$ cat config.mk
export PLATFORM = sky130hd
export DESIGN_NAME = weighted_union_find
export DESIGN_NICKNAME = d
export VERILOG_FILES = /design/src/hdl/wuf_pkg.sv /design/src/hdl/wuf_ram.sv /design/src/hdl/wuf_front.sv /design/src/hdl/wuf_back.sv /design/src/hdl/weighted_union_find.sv
export VERILOG_INCLUDE_DIRS = /design/src /design/src/hdl
export SDC_FILE = /design/constraint.sdc
export NUM_CORES = 2
export LEC_CHECK = 0
export BUFFER_PORTS_ARGS = -buffer_cell sky130_fd_sc_hd__buf_2
export CAP_MARGIN = 30
export CORE_MARGIN = 4
export CORE_UTILIZATION = 37
export DETAILED_ROUTE_END_ITERATION = 8
export SETUP_SLACK_MARGIN = 0.3
export SYNTH_ARGS = -nofsm -noshare
export SYNTH_HDL_FRONTEND = slang
export SYNTH_HIERARCHICAL = 1
export SYNTH_MEMORY_MAX_BITS = 65536
export SYNTH_SLANG_ARGS = --single-unit
export TNS_END_PERCENT = 20
$ cat constraint.sdc
create_clock -name clk -period 15.1 [get_ports clk]
set_clock_uncertainty 0.1 [all_clocks]
set_input_delay 1.51 -clock clk [delete_from_list [all_inputs] [get_ports clk]]
set_output_delay 1.51 -clock clk [all_outputs]
set_load 0.005 [all_outputs]
$ cat src/hdl/weighted_union_find_macros.svh
// Assertion macros for the weighted union-find engine.
`ifndef WEIGHTED_UNION_FIND_MACROS_SVH
`define WEIGHTED_UNION_FIND_MACROS_SVH
`ifndef SYNTHESIS
`define WUF_ASSERT_IMP(label, clk, rst, pre, post) \
  label: assert property (@(posedge clk) disable iff (rst) (pre) |-> (post)) \
    else $error("assertion failed");
`define WUF_ASSERT_NEXT(label, clk, rst, pre, post) \
  label: assert property (@(posedge clk) disable iff (rst) (pre) |=> (post)) \
    else $error("assertion failed");
`else
`define WUF_ASSERT_IMP(label, clk, rst, pre, post)
`define WUF_ASSERT_NEXT(label, clk, rst, pre, post)
`endif
`endif

$ cat src/hdl/wuf_pkg.sv
// Shared types and constants of the weighted union-find engine.
`default_nettype none
package wuf_pkg;
  localparam int unsigned ELEMENTS = 256;
  localparam int unsigned IDX_W = 8;
  localparam int unsigned SIZE_W = 9;
  localparam int unsigned CNT_W = 9;
  localparam int unsigned AW = (ELEMENTS > 1) ? $clog2(ELEMENTS) : 1;
  localparam int unsigned STEP_W = $clog2(ELEMENTS + 1);
  localparam int unsigned Q_DEPTH = 2;
  localparam logic MODE_QUERY = 1'b0;
  localparam logic MODE_UNION = 1'b1;

  typedef struct packed {
    logic             mode;
    logic             bad;
    logic [IDX_W-1:0] first;
    logic [IDX_W-1:0] second;
  } wuf_cmd_t;
endpackage
`default_nettype wire

$ cat src/hdl/wuf_ram.sv
// Generic single-port RAM with registered read.
`default_nettype none
module wuf_ram #(
  parameter int unsigned WIDTH = 8,
  parameter int unsigned DEPTH = 256
) (
  input  wire logic                     clk,
  input  wire logic                     we,
  input  wire logic [$clog2(DEPTH)-1:0] addr,
  input  wire logic [WIDTH-1:0]         wdata,
  output logic [WIDTH-1:0]              rdata
);
  logic [WIDTH-1:0] mem [DEPTH];
  always_ff @(posedge clk) begin
    if (we) begin
      mem[addr] <= wdata;
    end
    rdata <= mem[addr];
  end
endmodule
`default_nettype wire

$ cat src/hdl/wuf_front.sv
// Front end: range check of requests and a short command queue.
`default_nettype none
module wuf_front import wuf_pkg::*; (
  input  wire logic             clk,
  input  wire logic             rst,
  input  wire logic             start,
  input  wire logic             mode,
  input  wire logic [IDX_W-1:0] first_index,
  input  wire logic [IDX_W-1:0] second_index,
  input  wire logic [CNT_W-1:0] element_count,
  output logic                  full,
  input  wire logic             pop,
  output logic                  empty,
  output wuf_cmd_t              head
);
  wuf_cmd_t q [Q_DEPTH];
  logic [0:0] wp, rp;
  logic [1:0] cnt;
  logic push;
  logic bad;
  localparam logic [CNT_W:0] ElemLim = (CNT_W+1)'(ELEMENTS);

  assign full = (cnt == 2'(Q_DEPTH));
  assign empty = (cnt == 2'd0);
  assign push = start && !full;
  assign head = q[rp];
  always_comb begin
    bad = ({1'b0, element_count} <= {2'b0, first_index}) ||
          ({1'b0, element_count} <= {2'b0, second_index}) ||
          ({2'b0, first_index} >= ElemLim) || ({2'b0, second_index} >= ElemLim);
  end

  always_ff @(posedge clk) begin
    if (push) begin
      q[wp] <= '{mode: mode, bad: bad, first: first_index, second: second_index};
    end
    if (rst) begin
      wp <= '0;
      rp <= '0;
      cnt <= '0;
    end else begin
      if (push) wp <= wp + 1'b1;
      if (pop) rp <= rp + 1'b1;
      cnt <= cnt + 2'(push) - 2'(pop);
    end
  end
endmodule
`default_nettype wire

$ cat src/hdl/wuf_back.sv
// Back end: root walks and union over the parent and size tables.
`default_nettype none
module wuf_back import wuf_pkg::*; (
  input  wire logic        clk,
  input  wire logic        rst,
  input  wire logic        empty,
  input  wuf_cmd_t         head,
  output logic             pop,
  output logic             done,
  output logic             same_set,
  output logic             out_of_range,
  output logic             idle
);
  typedef enum logic [3:0] {
    S_CLEAR, S_IDLE, S_RD, S_WAIT, S_CHK, S_SZ_WAIT, S_SZ, S_LINK
  } state_t;
  state_t state;

  logic [AW-1:0] clr;
  logic [IDX_W-1:0] node, root_a;
  logic phase;
  logic [STEP_W-1:0] steps;
  wuf_cmd_t cmd;
  logic [SIZE_W-1:0] size_a;
  logic sz_phase;

  logic p_we, s_we;
  logic [AW-1:0] p_addr, s_addr;
  logic [IDX_W-1:0] p_wd, p_rd;
  logic [SIZE_W-1:0] s_wd, s_rd;
  logic [SIZE_W:0] sum;
  logic [SIZE_W-1:0] sum_sat;
  logic a_small;

  wuf_ram #(.WIDTH(IDX_W), .DEPTH(ELEMENTS)) u_par (
    .clk(clk), .we(p_we), .addr(p_addr), .wdata(p_wd), .rdata(p_rd));
  wuf_ram #(.WIDTH(SIZE_W), .DEPTH(ELEMENTS)) u_size (
    .clk(clk), .we(s_we), .addr(s_addr), .wdata(s_wd), .rdata(s_rd));

  assign sum = {1'b0, size_a} + {1'b0, s_rd};
  assign sum_sat = sum[SIZE_W] ? '1 : sum[SIZE_W-1:0];
  assign a_small = size_a < s_rd;
  assign idle = (state == S_IDLE) && empty;
  assign pop = (state == S_IDLE) && !empty;

  always_comb begin
    p_we = 1'b0;
    s_we = 1'b0;
    p_addr = AW'(node);
    s_addr = AW'(root_a);
    p_wd = IDX_W'(clr);
    s_wd = SIZE_W'(1);
    unique case (state)
      S_CLEAR: begin
        p_we = 1'b1;
        s_we = 1'b1;
        p_addr = clr;
        s_addr = clr;
      end
      S_SZ_WAIT: s_addr = sz_phase ? AW'(node) : AW'(root_a);
      S_SZ: s_addr = AW'(node);
      S_LINK: begin
        p_we = 1'b1;
        s_we = 1'b1;
        p_addr = a_small ? AW'(root_a) : AW'(node);
        p_wd = a_small ? node : root_a;
        s_addr = a_small ? AW'(node) : AW'(root_a);
        s_wd = sum_sat;
      end
      default: ;
    endcase
  end

  always_ff @(posedge clk) begin
    if (rst) begin
      state <= S_CLEAR;
      clr <= '0;
      done <= 1'b0;
      same_set <= 1'b0;
      out_of_range <= 1'b0;
    end else begin
      done <= 1'b0;
      unique case (state)
        S_CLEAR: begin
          clr <= clr + 1'b1;
          if (clr == AW'(ELEMENTS - 1)) state <= S_IDLE;
        end
        S_IDLE: if (!empty) begin
          cmd <= head;
          if (head.bad) begin
            done <= 1'b1;
            same_set <= 1'b0;
            out_of_range <= 1'b1;
          end else begin
            node <= head.first;
            phase <= 1'b0;
            steps <= '0;
            state <= S_RD;
          end
        end
        S_RD: state <= S_WAIT;
        S_WAIT: state <= S_CHK;
        S_CHK: begin
          if (p_rd == node || steps == STEP_W'(ELEMENTS)) begin
            if (!phase) begin
              root_a <= node;
              node <= cmd.second;
              phase <= 1'b1;
              steps <= '0;
              state <= S_RD;
            end else begin
              same_set <= (node == root_a);
              out_of_range <= 1'b0;
              done <= 1'b1;
              if (cmd.mode == MODE_UNION && node != root_a) begin
                sz_phase <= 1'b0;
                state <= S_SZ_WAIT;
              end else begin
                state <= S_IDLE;
              end
            end
          end else begin
            node <= p_rd;
            steps <= steps + 1'b1;
            state <= S_RD;
          end
        end
        S_SZ_WAIT: begin
          if (!sz_phase) begin
            sz_phase <= 1'b1;
          end else begin
            size_a <= s_rd;
            state <= S_SZ;
          end
        end
        S_SZ: state <= S_LINK;
        S_LINK: state <= S_IDLE;
        default: state <= S_IDLE;
      endcase
    end
  end
endmodule
`default_nettype wire

$ cat src/hdl/weighted_union_find.sv
// Top level of the weighted union-find engine.
// Steps: S_IDLE takes a request from the queue and flags an out-of-range one;
// each element on either root walk, the root included, passes through S_RD,
// S_WAIT and S_CHK; a joining union then runs S_SZ_WAIT, S_SZ and S_LINK.
// Throughput: one request at a time in the back end; two requests may queue.
// Reset: synchronous; afterwards a clearing pass writes every entry of both
// tables while requests queue, busy rising once two wait. The result is a strobe.
`default_nettype none
module weighted_union_find import wuf_pkg::*; (
  input  wire logic             clk,
  input  wire logic             rst,
  input  wire logic             start,
  output logic                  busy,
  input  wire logic             mode,
  input  wire logic [IDX_W-1:0] first_index,
  input  wire logic [IDX_W-1:0] second_index,
  output logic                  done,
  output logic                  same_set,
  output logic                  out_of_range,
  input  wire logic             cfg_valid,
  output logic                  cfg_ready,
  input  wire logic [CNT_W-1:0] cfg_data
);
`include "weighted_union_find_macros.svh"

  // The element count is the single configuration register.
  logic [CNT_W-1:0] element_count;
  logic full, empty, pop, idle;
  wuf_cmd_t head;

  assign cfg_ready = 1'b1;
  always_ff @(posedge clk) begin
    if (rst) begin
      element_count <= CNT_W'(256);
    end else if (cfg_valid) begin
      element_count <= cfg_data;
    end
  end

  // The front end range-checks each request as it arrives and queues it.
  wuf_front u_front (
    .clk(clk), .rst(rst), .start(start), .mode(mode),
    .first_index(first_index), .second_index(second_index),
    .element_count(element_count), .full(full), .pop(pop),
    .empty(empty), .head(head));

  // The back end walks the trees and carries out unions.
  wuf_back u_back (
    .clk(clk), .rst(rst), .empty(empty), .head(head), .pop(pop),
    .done(done), .same_set(same_set), .out_of_range(out_of_range),
    .idle(idle));

  assign busy = full;

  `WUF_ASSERT_IMP(a_flags_excl, clk, rst, done, !(same_set && out_of_range))
  `WUF_ASSERT_NEXT(a_pop_done, clk, rst, pop && head.bad, done && out_of_range)
  `WUF_ASSERT_IMP(a_idle_empty, clk, rst, idle, !full)
endmodule
`default_nettype wire

==> flow_metrics.tcl <==
set metrics [dict create \
    status "finished, final reports clean" \
    grt_pass1_wl_um 626000 \
    reg2reg_depth 17 \
    grt-busiest-layer "met2" \
    hold_viol_final 0 \
    clock_path_buffers 4 \
    worstSetupStartpoint "u_back/u_size/rdata[7]" \
    syn_area_um2 173000 \
    h-tree-depth 5 \
    place_hpwl_um 256000 \
    crit_path_end "u_back/u_size/rdata[6]" \
    rr_endpoint "u_back/u_size/rdata[6]" \
    drive_above_1_share_pct 24.8 \
    wl_per_cell_um 29.0 \
    synth_cells 8048 \
    port_buffers 33 \
    drc_errors 0 \
    cp.buffers_inverters 6 \
    cpMostUsedCell "buf_4" \
    drt_iter0_markers 10600 \
    synth_fp_nets 8118 \
    end_kind "flip-flop" \
    met3_usage_pct 2.89 \
    slowest_delay_ns 0.75 \
    critPathMaxFanout 39 \
    crit_slowest_cell "buf_4" \
    pin_count 35 \
    hold_slack_ns 0.386 \
    ctsHoldBuffers 0 \
    cts_buffers 435 \
    dpl-instance-area_um2 181000 \
    startpoint_type "flip-flop" \
    ys_warn_count 6 \
    cts_tree "yes" \
    path_clk_slew_ns 0.07 \
    core_um2 464000 \
    path_class "reg -> reg" \
    period_needed_ns 8.16 \
    relSlewSlack_pct 10.4 \
    die_y_um 691 \
    postCtsSetupRepairBufs 0 \
    r2r-start "u_back/u_size/rdata[7]" \
    final_nets 8444 \
    ff2ff_setup_slack_ns 6.94 \
    clockRootBuffer "clkbuf_16" \
    clock_sinks 4478 \
    critPathRequiredTime_ns 15.83 \
    setup_violations 0 \
    period_share_pct 54.0 \
    final_antenna_net_count 0 \
    setup-tns-final_ns 0 \
    vias_per_cell 5.68 \
    chipWidth_um 691 \
    cap_violations 0 \
    arrival_ns 8.89 \
    grt_max_degree 257 \
    floorplan.initialDensity_pct 37.2 \
    die_area_um2 478000 \
    cp_cell_sequence "inv_1, ha_1, a2111o_1, a211oi_2, a211oi_2, buf_4, and3_1, a221o_4, buf_4, buf_4, buf_4, mux4_2, a22oi_1, a21oi_1, o41ai_1, buf_4, nand4_1" \
    postCtsResizedCells 0 \
    gp_congestion 0.809 \
    postSynthAreaPerCell_um2 21.4 \
    wl_um 433000 \
    firstDrtPassIters 6 \
    rows 250 \
    nFillCells 39800 \
    num_vias 84700 \
    fin_cells 14900 \
    worstSkewPairLatency_ns 1.01 \
    grt_pass1_vias 86000 \
    p_leak_nw 56.7 \
    overflow 0 \
    worst_pin_slew_ns 1.34 \
    rsz0062_at_grt "no" \
    worst-path-stages 17 \
    place_inst 14100 \
    syn_to_final_growth_pct 13.4 \
    finalMaxSlewViolations 0 \
    worstHoldPathType "reg -> reg" \
    use_met2_pct 29.0 \
    ir_drop_v 0.000111 \
    path_delay_family "compound AO/OA/AOI/OAI gates" \
    antenna_found_initial 8 \
    powerDensity_nw_per_um2 130 \
    fmax_mhz 123 \
    use_met1_pct 24.3 \
    stdcell_area_um2 196000 \
    grt_usage_pct 17.7 \
]
through the flow:
step	power, mW	utilization, %	worst slack (ns)
final	25.5	42.2	6.94
after global routing	26.3	42.2	6.49
after CTS	25.7	42.1	6.89
after detailed placement	15.1	39.1	6.92
after global placement	15.1	38.9	6.62
after floorplan	14.7	-	1.02
area by class of cell:
class | instances | area, um^2 | share of cell area [%]
clock buffer | 562 | 11700 | 5.98
antenna | 1 | 2.50 | 0.00128
inverter | 47 | 176 | 0.0901
multi-input combinational | 3016 | 36600 | 18.7
clock inverter | 246 | 2190 | 1.12
sequential | 4478 | 134000 | 68.4
timing repair buffer | 396 | 3430 | 1.75
tap | 6174 | 7720 | 3.95
worst min-delay path by stage:
stage                     slack (ns)                   start                  end  cells after the start
final                           0.39     u_back/out_of_range  u_back/out_of_range                      2
after global routing            0.39  u_back/u_size/rdata[2]     u_back/size_a[2]                      0
after CTS                       0.39     u_back/out_of_range  u_back/out_of_range                      2
after detailed placement        0.37  u_back/u_size/rdata[0]     u_back/size_a[0]                      0
after global placement          0.37  u_back/u_size/rdata[3]     u_back/size_a[3]                      0
after floorplan                 0.33  u_back/u_size/rdata[1]     u_back/size_a[1]                      0
cell usage in the layout (no fill, tap or decap), types with 58 or more instances in the layout:
master and instances:
nor2_1 510, clkinv_1 102, edfxtp_1 4433, clkinv_2 77
a22oi_1 545, nand2_1 85, nor3_1 62, o41ai_1 58
a21oi_1 289, buf_4 295, clkbuf_1 104, mux4_2 1088
clkbuf_16 445
report_power, final:
group          internal [mW]  switching [mW]  total, mW
clock                   6.03            4.62       10.7
sequential              13.6          0.0243       13.6
combinational          0.474           0.751       1.23
per-layer routing:
| metal | part of all wire [%] | routed length (um) |
|---|---|---|
| met5 | 0.0062 | 27 |
| met3 | 8.0 | 34700 |
| met1 | 40 | 173000 |
| met2 | 49 | 211000 |
| met4 | 3.3 | 14300 |
flip-flops by register name (all words and copies together), names as in the netlist, 9 cells and up, named ones only:
name                 cells
element_count            9
u_back/steps             9
u_back/cmd               9
u_back/u_size/rdata      9
u_back/u_size/mem     2304
u_back/u_par/mem      2048
u_front/q               36
u_back/size_a            9
worst min-delay path: stages, from the launching register on:
cell	delay (ns)
dfxtp_1	0.31
nand2b_1	0.06
o22ai_1	0.07
(Power assumes the default switching activity.)
